**src/lpsd_pkg.sv**
```systemverilog
// ----------------------------------------------------------------------------
// lpsd_pkg
// Shared types and constants of the length-prefixed string deframer.
// ----------------------------------------------------------------------------
package lpsd_pkg;

  localparam int unsigned MaxLenW = 16;
  localparam int unsigned LenW    = 32;

  localparam logic [MaxLenW-1:0] MaxLenReset = 16'd256;

  localparam logic [7:0] PrefixLen16 = 8'd253;
  localparam logic [7:0] PrefixLen32 = 8'd254;
  localparam logic [7:0] PrefixLen64 = 8'd255;

  typedef enum logic [1:0] {
    KindByte  = 2'd0,
    KindDone  = 2'd1,
    KindError = 2'd2
  } kind_e;

  typedef struct packed {
    kind_e             kind;
    logic [7:0]        payload_byte;
    logic              string_end;
    logic [LenW-1:0]   declared_length;
  } result_t;

endpackage

```
**src/lpsd_step.sv**
```systemverilog
// ----------------------------------------------------------------------------
// lpsd_step
// Deframing state and its combinational next-state update for one input transaction.
// ----------------------------------------------------------------------------
module lpsd_step (
  input  logic                          clk_i,
  input  logic                          rst_ni,
  input  logic [lpsd_pkg::MaxLenW-1:0]  max_len_i,
  input  logic                          en_i,
  input  logic                          func_i,
  input  logic [7:0]                    data_byte_i,
  output logic                          res_valid_o,
  output lpsd_pkg::result_t             res_o
);

  typedef enum logic [1:0] {
    PhIdle    = 2'd0,
    PhPrefix  = 2'd1,
    PhPayload = 2'd2
  } phase_e;

  phase_e                         phase_q, phase_d;
  logic [3:0]                     left_q, left_d;
  logic [2:0]                     idx_q, idx_d;
  logic [lpsd_pkg::LenW-1:0]      acc_q, acc_d;
  logic [lpsd_pkg::LenW-1:0]      rem_q, rem_d;
  logic [lpsd_pkg::MaxLenW-1:0]   pos_q, pos_d;

  logic [lpsd_pkg::MaxLenW-1:0]   limit;
  logic                           start;
  logic [lpsd_pkg::LenW-1:0]      start_len;
  logic                           keep;
  logic                           last;

  always_comb begin
    phase_d     = phase_q;
    left_d      = left_q;
    idx_d       = idx_q;
    acc_d       = acc_q;
    rem_d       = rem_q;
    pos_d       = pos_q;
    start       = 1'b0;
    start_len   = '0;
    keep        = 1'b0;
    last        = 1'b0;
    res_valid_o = 1'b0;
    res_o       = '{kind: lpsd_pkg::KindDone, payload_byte: 8'd0, string_end: 1'b0,
                    declared_length: '0};
    limit       = (max_len_i == '0) ? '0 : max_len_i - 1'b1;

    if (en_i) begin
      if (func_i) begin
        if (phase_q == PhPrefix || phase_q == PhPayload) begin
          phase_d     = PhIdle;
          left_d      = '0;
          idx_d       = '0;
          rem_d       = '0;
          pos_d       = '0;
          res_valid_o = 1'b1;
          res_o.kind  = lpsd_pkg::KindError;
        end
      end else begin
        case (phase_q)
          PhPrefix: begin
            if (!idx_q[2]) begin
              acc_d = acc_q | ({24'd0, data_byte_i} << {idx_q[1:0], 3'b000});
            end
            idx_d  = idx_q + 3'd1;
            left_d = left_q - 4'd1;
            if (left_d == 4'd0) begin
              idx_d     = '0;
              start     = 1'b1;
              start_len = acc_d;
            end
          end
          PhPayload: begin
            keep  = pos_q < limit;
            last  = rem_q == 32'd1;
            pos_d = (pos_q == '1) ? pos_q : pos_q + 1'b1;
            rem_d = rem_q - 32'd1;
            if (last) begin
              phase_d = PhIdle;
            end
            if (keep) begin
              res_valid_o           = 1'b1;
              res_o.kind            = lpsd_pkg::KindByte;
              res_o.payload_byte    = data_byte_i;
              res_o.string_end      = last;
              res_o.declared_length = last ? acc_q : '0;
            end else if (last) begin
              res_valid_o           = 1'b1;
              res_o.kind            = lpsd_pkg::KindDone;
              res_o.string_end      = 1'b1;
              res_o.declared_length = acc_q;
            end
          end
          default: begin
            acc_d = '0;
            idx_d = '0;
            if (data_byte_i < lpsd_pkg::PrefixLen16) begin
              start     = 1'b1;
              start_len = {24'd0, data_byte_i};
              acc_d     = start_len;
            end else begin
              if (data_byte_i == lpsd_pkg::PrefixLen16) begin
                left_d = 4'd2;
              end else if (data_byte_i == lpsd_pkg::PrefixLen32) begin
                left_d = 4'd4;
              end else begin
                left_d = 4'd8;
              end
              phase_d = PhPrefix;
            end
          end
        endcase

        if (start) begin
          if (start_len == '0) begin
            phase_d          = PhIdle;
            res_valid_o      = 1'b1;
            res_o.kind       = lpsd_pkg::KindDone;
            res_o.string_end = 1'b1;
          end else begin
            phase_d = PhPayload;
            rem_d   = start_len;
            pos_d   = '0;
          end
        end
      end
    end
  end

  always_ff @(posedge clk_i or negedge rst_ni) begin
    if (!rst_ni) begin
      phase_q <= PhIdle;
      left_q  <= '0;
      idx_q   <= '0;
      acc_q   <= '0;
      rem_q   <= '0;
      pos_q   <= '0;
    end else begin
      phase_q <= phase_d;
      left_q  <= left_d;
      idx_q   <= idx_d;
      acc_q   <= acc_d;
      rem_q   <= rem_d;
      pos_q   <= pos_d;
    end
  end

  // An end of buffer between strings never produces a result.
  a_idle_eob_silent: assert property (@(posedge clk_i) disable iff (!rst_ni)
    (en_i && func_i && phase_q == PhIdle) |-> !res_valid_o)
    else $error("result produced for end of buffer between strings");

  // While in the payload phase at least one payload byte is still expected.
  a_payload_nonzero: assert property (@(posedge clk_i) disable iff (!rst_ni)
    (phase_q == PhPayload) |-> (rem_q != '0))
    else $error("payload phase with no bytes remaining");

  // A string that ends returns the deframer to idle.
  a_end_to_idle: assert property (@(posedge clk_i) disable iff (!rst_ni)
    (res_valid_o && res_o.string_end) |=> (phase_q == PhIdle))
    else $error("string ended without returning to idle");

endmodule

```
**src/lpsd_out_buf.sv**
```systemverilog
// ----------------------------------------------------------------------------
// lpsd_out_buf
// Two-entry result buffer that decouples the output stall from the core.
// ----------------------------------------------------------------------------
module lpsd_out_buf (
  input  logic               clk_i,
  input  logic               rst_ni,
  input  logic               push_i,
  input  lpsd_pkg::result_t  push_data_i,
  output logic               full_o,
  output logic               valid_o,
  input  logic               stall_i,
  output lpsd_pkg::result_t  data_o
);

  lpsd_pkg::result_t  mem_q [2];
  logic               wr_ptr_q, rd_ptr_q;
  logic [1:0]         cnt_q, cnt_d;
  logic               pop;

  assign valid_o = cnt_q != 2'd0;
  assign full_o  = cnt_q == 2'd2;
  assign pop     = valid_o && !stall_i;
  assign data_o  = mem_q[rd_ptr_q];

  always_comb begin
    cnt_d = cnt_q;
    if (push_i && !pop) begin
      cnt_d = cnt_q + 2'd1;
    end else if (pop && !push_i) begin
      cnt_d = cnt_q - 2'd1;
    end
  end

  always_ff @(posedge clk_i) begin
    if (push_i) begin
      mem_q[wr_ptr_q] <= push_data_i;
    end
  end

  always_ff @(posedge clk_i or negedge rst_ni) begin
    if (!rst_ni) begin
      wr_ptr_q <= 1'b0;
      rd_ptr_q <= 1'b0;
      cnt_q    <= 2'd0;
    end else begin
      cnt_q <= cnt_d;
      if (push_i) begin
        wr_ptr_q <= ~wr_ptr_q;
      end
      if (pop) begin
        rd_ptr_q <= ~rd_ptr_q;
      end
    end
  end

endmodule

```
**src/length_prefixed_string_deframer_unit.sv**
```systemverilog
// ----------------------------------------------------------------------------
// length_prefixed_string_deframer_unit
// Splits a byte stream of count-prefixed strings into delivered string bytes, end-of-string and error results.
// ----------------------------------------------------------------------------
//  Channel | Direction | Handshake              | Payload
//  --------+-----------+------------------------+------------------------------
//  in      | input     | in_valid_i / in_stall_o | func_i, data_byte_i
//  out     | output    | out_valid_o / out_stall_i| kind_o, payload_byte_o,
//          |           |                        | string_end_o, declared_length_o
//  cfg     | input     | cfg_we_i               | cfg_wdata_i (max_len)
//
// One transaction is accepted per cycle while in_stall_o is low; it is captured
// in the input register and processed by the step logic; any result it produces
// is written into the two-entry result buffer, from which it is presented.
// Reset returns the deframer to idle and sets max_len to 256.
// The input stalls only when the result buffer is full and an item is waiting.
// ----------------------------------------------------------------------------
module length_prefixed_string_deframer_unit (
  input  logic                          clk_i,
  input  logic                          rst_ni,
  input  logic                          cfg_we_i,
  input  logic [lpsd_pkg::MaxLenW-1:0]  cfg_wdata_i,
  input  logic                          in_valid_i,
  output logic                          in_stall_o,
  input  logic                          func_i,
  input  logic [7:0]                    data_byte_i,
  output logic                          out_valid_o,
  input  logic                          out_stall_i,
  output logic [1:0]                    kind_o,
  output logic [7:0]                    payload_byte_o,
  output logic                          string_end_o,
  output logic [lpsd_pkg::LenW-1:0]     declared_length_o
);

  logic [lpsd_pkg::MaxLenW-1:0]  max_len_q;
  logic                          in_valid_q;
  logic                          func_q;
  logic [7:0]                    data_byte_q;
  logic                          buf_full;
  logic                          advance;
  logic                          res_valid;
  lpsd_pkg::result_t             res;
  lpsd_pkg::result_t             out_res;

  assign in_stall_o = in_valid_q && buf_full;
  assign advance    = in_valid_q && !buf_full;

  always_ff @(posedge clk_i or negedge rst_ni) begin
    if (!rst_ni) begin
      max_len_q  <= lpsd_pkg::MaxLenReset;
      in_valid_q <= 1'b0;
    end else begin
      if (cfg_we_i) begin
        max_len_q <= cfg_wdata_i;
      end
      if (!in_stall_o) begin
        in_valid_q <= in_valid_i;
      end
    end
  end

  always_ff @(posedge clk_i) begin
    if (in_valid_i && !in_stall_o) begin
      func_q      <= func_i;
      data_byte_q <= data_byte_i;
    end
  end

  lpsd_step u_step (
    .clk_i       (clk_i),
    .rst_ni      (rst_ni),
    .max_len_i   (max_len_q),
    .en_i        (advance),
    .func_i      (func_q),
    .data_byte_i (data_byte_q),
    .res_valid_o (res_valid),
    .res_o       (res)
  );

  lpsd_out_buf u_out_buf (
    .clk_i       (clk_i),
    .rst_ni      (rst_ni),
    .push_i      (res_valid),
    .push_data_i (res),
    .full_o      (buf_full),
    .valid_o     (out_valid_o),
    .stall_i     (out_stall_i),
    .data_o      (out_res)
  );

  assign kind_o            = out_res.kind;
  assign payload_byte_o    = out_res.payload_byte;
  assign string_end_o      = out_res.string_end;
  assign declared_length_o = out_res.declared_length;

endmodule
```
**config.mk**
```make
export PLATFORM = sky130hd
export DESIGN_NAME = length_prefixed_string_deframer_unit
export DESIGN_NICKNAME = d
export VERILOG_FILES = /design/src/lpsd_pkg.sv /design/src/lpsd_step.sv /design/src/lpsd_out_buf.sv /design/src/length_prefixed_string_deframer_unit.sv
export SDC_FILE = /design/constraint.sdc
export NUM_CORES = 1
export LEC_CHECK = 0
export ABC_AREA = 0
export ABC_CLOCK_PERIOD_IN_PS = 13200
export BUFFER_PORTS_ARGS = -buffer_cell sky130_fd_sc_hd__buf_2
export CAP_MARGIN = 30
export CORE_ASPECT_RATIO = 0.5
export CORE_MARGIN = 5
export CORE_UTILIZATION = 38
export CTS_BUF_LIST = sky130_fd_sc_hd__clkbuf_4 sky130_fd_sc_hd__clkbuf_8 sky130_fd_sc_hd__clkbuf_16
export CTS_CLUSTER_SIZE = 28
export DETAILED_ROUTE_END_ITERATION = 10
export PLACE_DENSITY = 0.52
export SLEW_MARGIN = 20
export SYNTH_ARGS = -nofsm -noshare
export SYNTH_HDL_FRONTEND = slang
export SYNTH_SLANG_ARGS = --single-unit
export TNS_END_PERCENT = 1
```
**constraint.sdc**
```tcl
create_clock -name clk_i -period 13.2 [get_ports clk_i]
set_input_delay 0.66 -clock clk_i [delete_from_list [all_inputs] [get_ports clk_i]]
set_output_delay 0.66 -clock clk_i [all_outputs]
set_load 0.05 [all_outputs]
```
* Word-level counts from Yosys, hierarchy flattened *
Memories as Yosys holds them, arrays and structs flattened.
Index checks and enable logic that the tools add are counted.

storage, ports and cells
  register bits after elaboration = 119
  RAM bits = 86
  bits of input ports = 30
  output and inout bits = 45
  logic and storage cells = 131
  memories kept = 1

memories
  name             depth  bits a word  read ports  clocked after Yosys merged registers in  wr ports  RTL line            RTL
  u_out_buf.mem_q  2      43           1           0                                        1         lpsd_out_buf.sv:16  lpsd_pkg::result_t mem_q [2];

operators by class
  add/sub/neg operators = 7
  magnitude comparators = 2
  eq/ne operators = 13
  shifts and indexed selects = 1
  mux-type cells = 67
  bitwise gates (word level) = 5
  reductions and logical operators = 22

operators by type and width
  operator                                              count
  2-to-1 mux 32 bit                                     10
  one-hot mux 32 bit (2 select lines)                   2
  2-to-1 mux 16 bit                                     7
  2-to-1 mux 43 bit                                     2
  2-to-1 mux 33 bit                                     2
  2-to-1 mux 41 bit                                     1
  equality test 32 x 1 -> 1 bit, second input constant  1
  zero test 32 bit                                      1
  OR 32 bit                                             1
  left shift 8 x 5 -> 32 bit                            1
  subtractor 32 x 1 -> 32 bit, second input constant    1
  2-to-1 mux 2 bit                                      12
  2-to-1 mux 4 bit                                      5
  2-to-1 mux 1 bit                                      17
  adder 16 x 1 -> 16 bit, second input constant         1
  equality test 16 bit, second input constant           1
  equality test 8 bit, second input constant            2
  zero test 16 bit                                      1
  less-than comparator 16 bit                           1
  2-to-1 mux 8 bit                                      2
  subtractor 16 x 1 -> 16 bit, second input constant    1
  2-to-1 mux 3 bit                                      3
  less-than comparator 8 bit, second input constant     1
  one-hot mux 4 bit (2 select lines)                    1
  other kinds (25)                                      40

* Depth between registers and ports, before layout *
  depth in word-level cells = 16
  mapped depth = 18
  gate-level depth less buffers = 18

* Hierarchy *
Synthesis repeated with hierarchy kept, for this count alone.

second synthesis, totals
  cells, all modules = 996
  area, all modules = 10,780.3 µm²

by module, submodules not included
  module                                times used  cells each  area an instance (µm²)  sequential area each (µm²)
  lpsd_step                             1           798         6,308.6                 2,227.1
  lpsd_out_buf                          1           150         3,498.4                 2,682.6
  length_prefixed_string_deframer_unit  1           48          973.4                   696.9

* Worst setup path after synthesis *
OpenSTA, ideal clock, no wires.

  path kind = register -> register
  from = register max_len_q[2] (netlist bit)
  to = memory u_out_buf.mem_q[0][0] (netlist bit), enable pin
  arrival = 4,727 ps
  required time = 12,756 ps
  path slack = 8,030 ps
  cell stages (with the launch flop) = 15
  path buffers = 0
  period minus slack after synthesis = 5,170 ps
  path through = dfrtp_1 > nor4_1 > nand2_1 > nor2_1 > nand2_1 > xnor2_1 > nand2_1 > ha_1 > a211oi_1 > nor2_1 > a2111oi_0 > o211ai_1 > a31oi_1 > a31oi_1 > nor2_1

on the way
  longest elaborated chain between the ends = 11

RTL lines
  item                                                             RTL line                                    RTL
  start: declaration                                               length_prefixed_string_deframer_unit.sv:35  logic [lpsd_pkg::MaxLenW-1:0] max_len_q;
  start signal: assignment                                         length_prefixed_string_deframer_unit.sv:50  max_len_q <= lpsd_pkg::MaxLenReset;
  start signal: assignment                                         length_prefixed_string_deframer_unit.sv:54  max_len_q <= cfg_wdata_i;
  subtractor 16 x 1 -> 16 bit or zero test 16 bit (tied branches)  lpsd_step.sv:49                             limit = (max_len_i == '0) ? '0 : max_len_i - 1'b1;
  2-to-1 mux 16 bit (*)                                            lpsd_step.sv:49
  less-than comparator 16 bit (*)                                  lpsd_step.sv:77                             keep = pos_q < limit;
  2-to-1 mux 1 bit (*)                                             lpsd_step.sv:84                             if (keep) begin
  2-to-1 mux 1 bit (*)                                             lpsd_step.sv:63                             case (phase_q)
  2-to-1 mux 1 bit                                                 lpsd_step.sv:118                            if (start_len == '0) begin
  2-to-1 mux 1 bit (*)                                             lpsd_step.sv:117                            if (start) begin
  2-to-1 mux 1 bit (*)                                             lpsd_step.sv:52                             if (func_i) begin
  2-to-1 mux 1 bit (*)                                             lpsd_step.sv:51                             if (en_i) begin
  2-to-1 mux 1 bit (*)                                             lpsd_out_buf.sv:36                          if (push_i) begin
  2-to-1 mux 1 bit (not written as such) (*)                       lpsd_out_buf.sv:37                          mem_q[wr_ptr_q] <= push_data_i;
  end: declaration                                                 lpsd_out_buf.sv:16

Mark *: on every way between the ends. The rest lies on a longest branch, timed or not.

* Worst setup path after layout *
  from = register max_len_q[2] (netlist bit)
  to = memory u_out_buf.mem_q[1][42] (netlist bit), enable pin

Same word-level chain as after synthesis.

==> results.yml <==
floorplan:
  die_area_sq_um: 31300
  die_x_um: 245
  io-pin-count: 75
  start_util_pct: 38.3
  coreArea_sq_um: 27500
  rows: 43
  dieHeight_um: 128
yosys:
  ys_async_sr_fraction_pct: 53.7
  synth.distinct_cells: 65
  synth_most_common_cell: "dfrtp_1"
  ys.flop_type: "dfrtp_1"
  yosys_warnings: 0
  ys_ff_latch: 205
  synth_top_cell_by_area: "edfxtp_1"
  ys_seq_area_share_pct: 53.3
  synth_edf_count: 95
  yosysTopAreaCellShare_pct: 27.1
  synth.cell_area_sq_um: 10500
  netlist_instances: 982
  synth_nets: 1038
  ys_top_cells_by_area: "edfxtp_1 27%, dfrtp_1 26%, mux2_2 6.2%, ha_1 3.1%, a21oi_1 2.9%"
  avgSynthCellArea_sq_um: 10.7
  ys_top_cells_by_count: "109 x dfrtp_1, 95 x edfxtp_1, 79 x nand2_1"
timing:
  max_freq_mhz: 199
  drv_slew: 0
  tightest_slew_ns: 0.889
  finalHoldViolCount: 0
  setup_tns_ns: 0
  rsz0062_at_grt: "false"
  finalCritPeriodShare_pct: 38.0
  relSlewSlack_pct: 40.6
  period_needed_ns: 5.01
  fin_worst_skew_ns: 0.0107
  setup_viol: 0
grt:
  track_usage_pct: 17.3
  grt_pass1_vias: 7753
  grt_start_max_net_pins: 50
  grt_pass1_wl_mm: 43.8
  gr-total-overflow: 0
  antenna_found_initial: 0
clock_network:
  post_cts_resized: 0
  htreeDepth: 1
  cts.sinks: 205
  clk_pin_slew_ns: 0.06
  postCtsSetupBuffers: 0
  cts_tree: "yes"
  cts_max_path_buffers: 3
  cts-root-buf: "clkbuf_16"
  numCtsBuffers: 21
  clk_latency_ns: 0.51
  hold_buffers: 0
critical_path:
  critPathRequiredTime_ns: 13.38
  crit_type: "register to register"
  end_kind: "register"
  cp_data_arrival_time_ns: 5.19
  r2r_cells: 12
  start_kind: "register"
  path_max_fanout: 22
layout:
  antennaDiodeCount: 0
  multi_input_area_sq_um: 4590
  register_area_sq_um: 5610
  drive_gt1_share_pct: 19.7
  syn2layout_area_growth_pct: 13.9
  nNetsFinal: 1099
  fin_util_pct: 43.6
  fillers: 2628
power_and_ir_drop:
  irDropWorstVdd_v: 0.0000879
  p_per_area_nw_per_um2: 203
  p_leak_nw: 4.90
route:
  dr_total_vias: 7910
  first_pass_iters: 5
  viasPerCell: 5.49
  ant_nets: 0
  drtIter0Drc: 699
  wl_per_cell_um: 19.0
  drc: 0
  wirelength_mm: 27.4
placement:
  dp_hpwl_mm: 19.3
  routabilityCongestion: 0.831
  numPortBuffers: 74
worst_hold_path:
  hold_class: "primary input to asynchronous set/reset pin"
run:
  maxCapViolations: 0
status:
  status: "finished, final reports clean"
## registers in the layout, indices dropped and copies added, names as in the netlist
name and flops:
u_step.phase_q 2, func_q 1, u_step.idx_q 3, u_out_buf.rd_ptr_q 1
in_valid_q 1, max_len_q 16, data_byte_q 8, u_step.acc_q 32
u_step.rem_q 32, u_step.left_q 4, u_out_buf.mem_q 86, u_step.pos_q 16
u_out_buf.cnt_q 2, u_out_buf.wr_ptr_q 1
## logic make-up after synthesis
| family | count (synthesis) | synth area share [%] |
|---|---|---|
| buffers and inverters | 86 | 3.34 |
| flip-flops | 205 | 53.3 |
| AND/OR/NAND/NOR | 342 | 16.9 |
| multiplexers | 58 | 6.21 |
| XOR/XNOR | 25 | 2.08 |
| adder cells (fa/ha/maj) | 26 | 3.09 |
| AO/OA/AOI/OAI | 240 | 15.1 |
## layer usage
metal	global-route usage (%)	part of all wire [%]
met3	3.46	5.6
met1	26.0	50
met5	0	0
met4	3.64	1.4
met2	26.4	43
## power by group
part,internal [W],total (W),leakage (nW),switching (W)
clock network,0.000329,0.000579,0.339,0.000250
logic,0.000289,0.000936,2.20,0.000648
registers,0.000811,0.000919,2.36,0.000108
total,0.00143,0.00243,4.90,0.00101
## cells in the final DEF (no fill, tap or decap), types with 13 or more instances in the layout
master | synthesis | final
or3_1 | 15 | 15
mux2_2 | 58 | 58
clkbuf_16 | 0 | 21
nand2_1 | 79 | 79
buf_2 | 5 | 73
xor2_1 | 13 | 13
nor4_1 | 18 | 18
dfrtp_1 | 109 | 108
a31oi_1 | 20 | 20
nor2_1 | 72 | 70
ha_1 | 26 | 26
edfxtp_1 | 95 | 95
inv_1 | 34 | 34
and2_1 | 39 | 39
o21ai_0 | 52 | 52
nand3_1 | 21 | 21
a21oi_1 | 61 | 61
nor3_1 | 28 | 28
## worst paths after layout
kind | from | slack, ns | to
setup reg to reg | max_len_q[2]$_DFFE_PN0P_ | 8.19 | u_out_buf.mem_q[1][42]$_DFFE_PP_
hold / removal | rst_ni | 0.09 | max_len_q[13]$_DFFE_PN0P_
min in group clk_i | func_i | 0.32 | func_q$_DFFE_PP_
hold reg to reg | u_step.acc_q[24]$_DFFE_PN0P_ | 0.51 | u_step.acc_q[24]$_DFFE_PN0P_
setup / recovery | max_len_q[2]$_DFFE_PN0P_ | 8.19 | u_out_buf.mem_q[1][42]$_DFFE_PP_
max in group asynchronous | rst_ni | 11.92 | u_step.acc_q[16]$_DFFE_PN0P_
## per-stage QoR
step           area (sq um)  hold WS (ns)  power (W)  setup slack [ns]  instances
6_report              12000        0.0897    0.00243              8.19       1440
5_1_grt               12000         0.104    0.00257              7.72       1440
4_1_cts               11900        0.0825    0.00245              8.10       1436
3_5_place_dp          11300         0.492    0.00186              8.15       1398
3_3_place_gp          11200         0.480    0.00185              8.22       1396
2_1_floorplan         10500         0.364    0.00160              8.03        982
## area by class of cell
cell class	instances	area share (%)
Sequential cell	205	46.8
Multi-Input combinational cell	691	38.3
Clock buffer	33	5.24
Timing Repair Buffer	89	4.30
Tap cell	382	3.99
Inverter	35	1.10
Clock inverter	5	0.240
## worst max-delay path: stages, from the launching register on
cell       delay, ns
dfrtp_1         0.42
nor4_1          0.60
nand4_1         0.61
o21ai_0         0.26
ha_1            0.28
a21oi_1         0.12
o21ai_0         0.08
a2111oi_0       0.46
o211ai_1        0.32
a31oi_1         0.26
a31oi_1         0.16
nor2_4          0.65
buf_4           0.42
(Power assumes the default switching activity.)
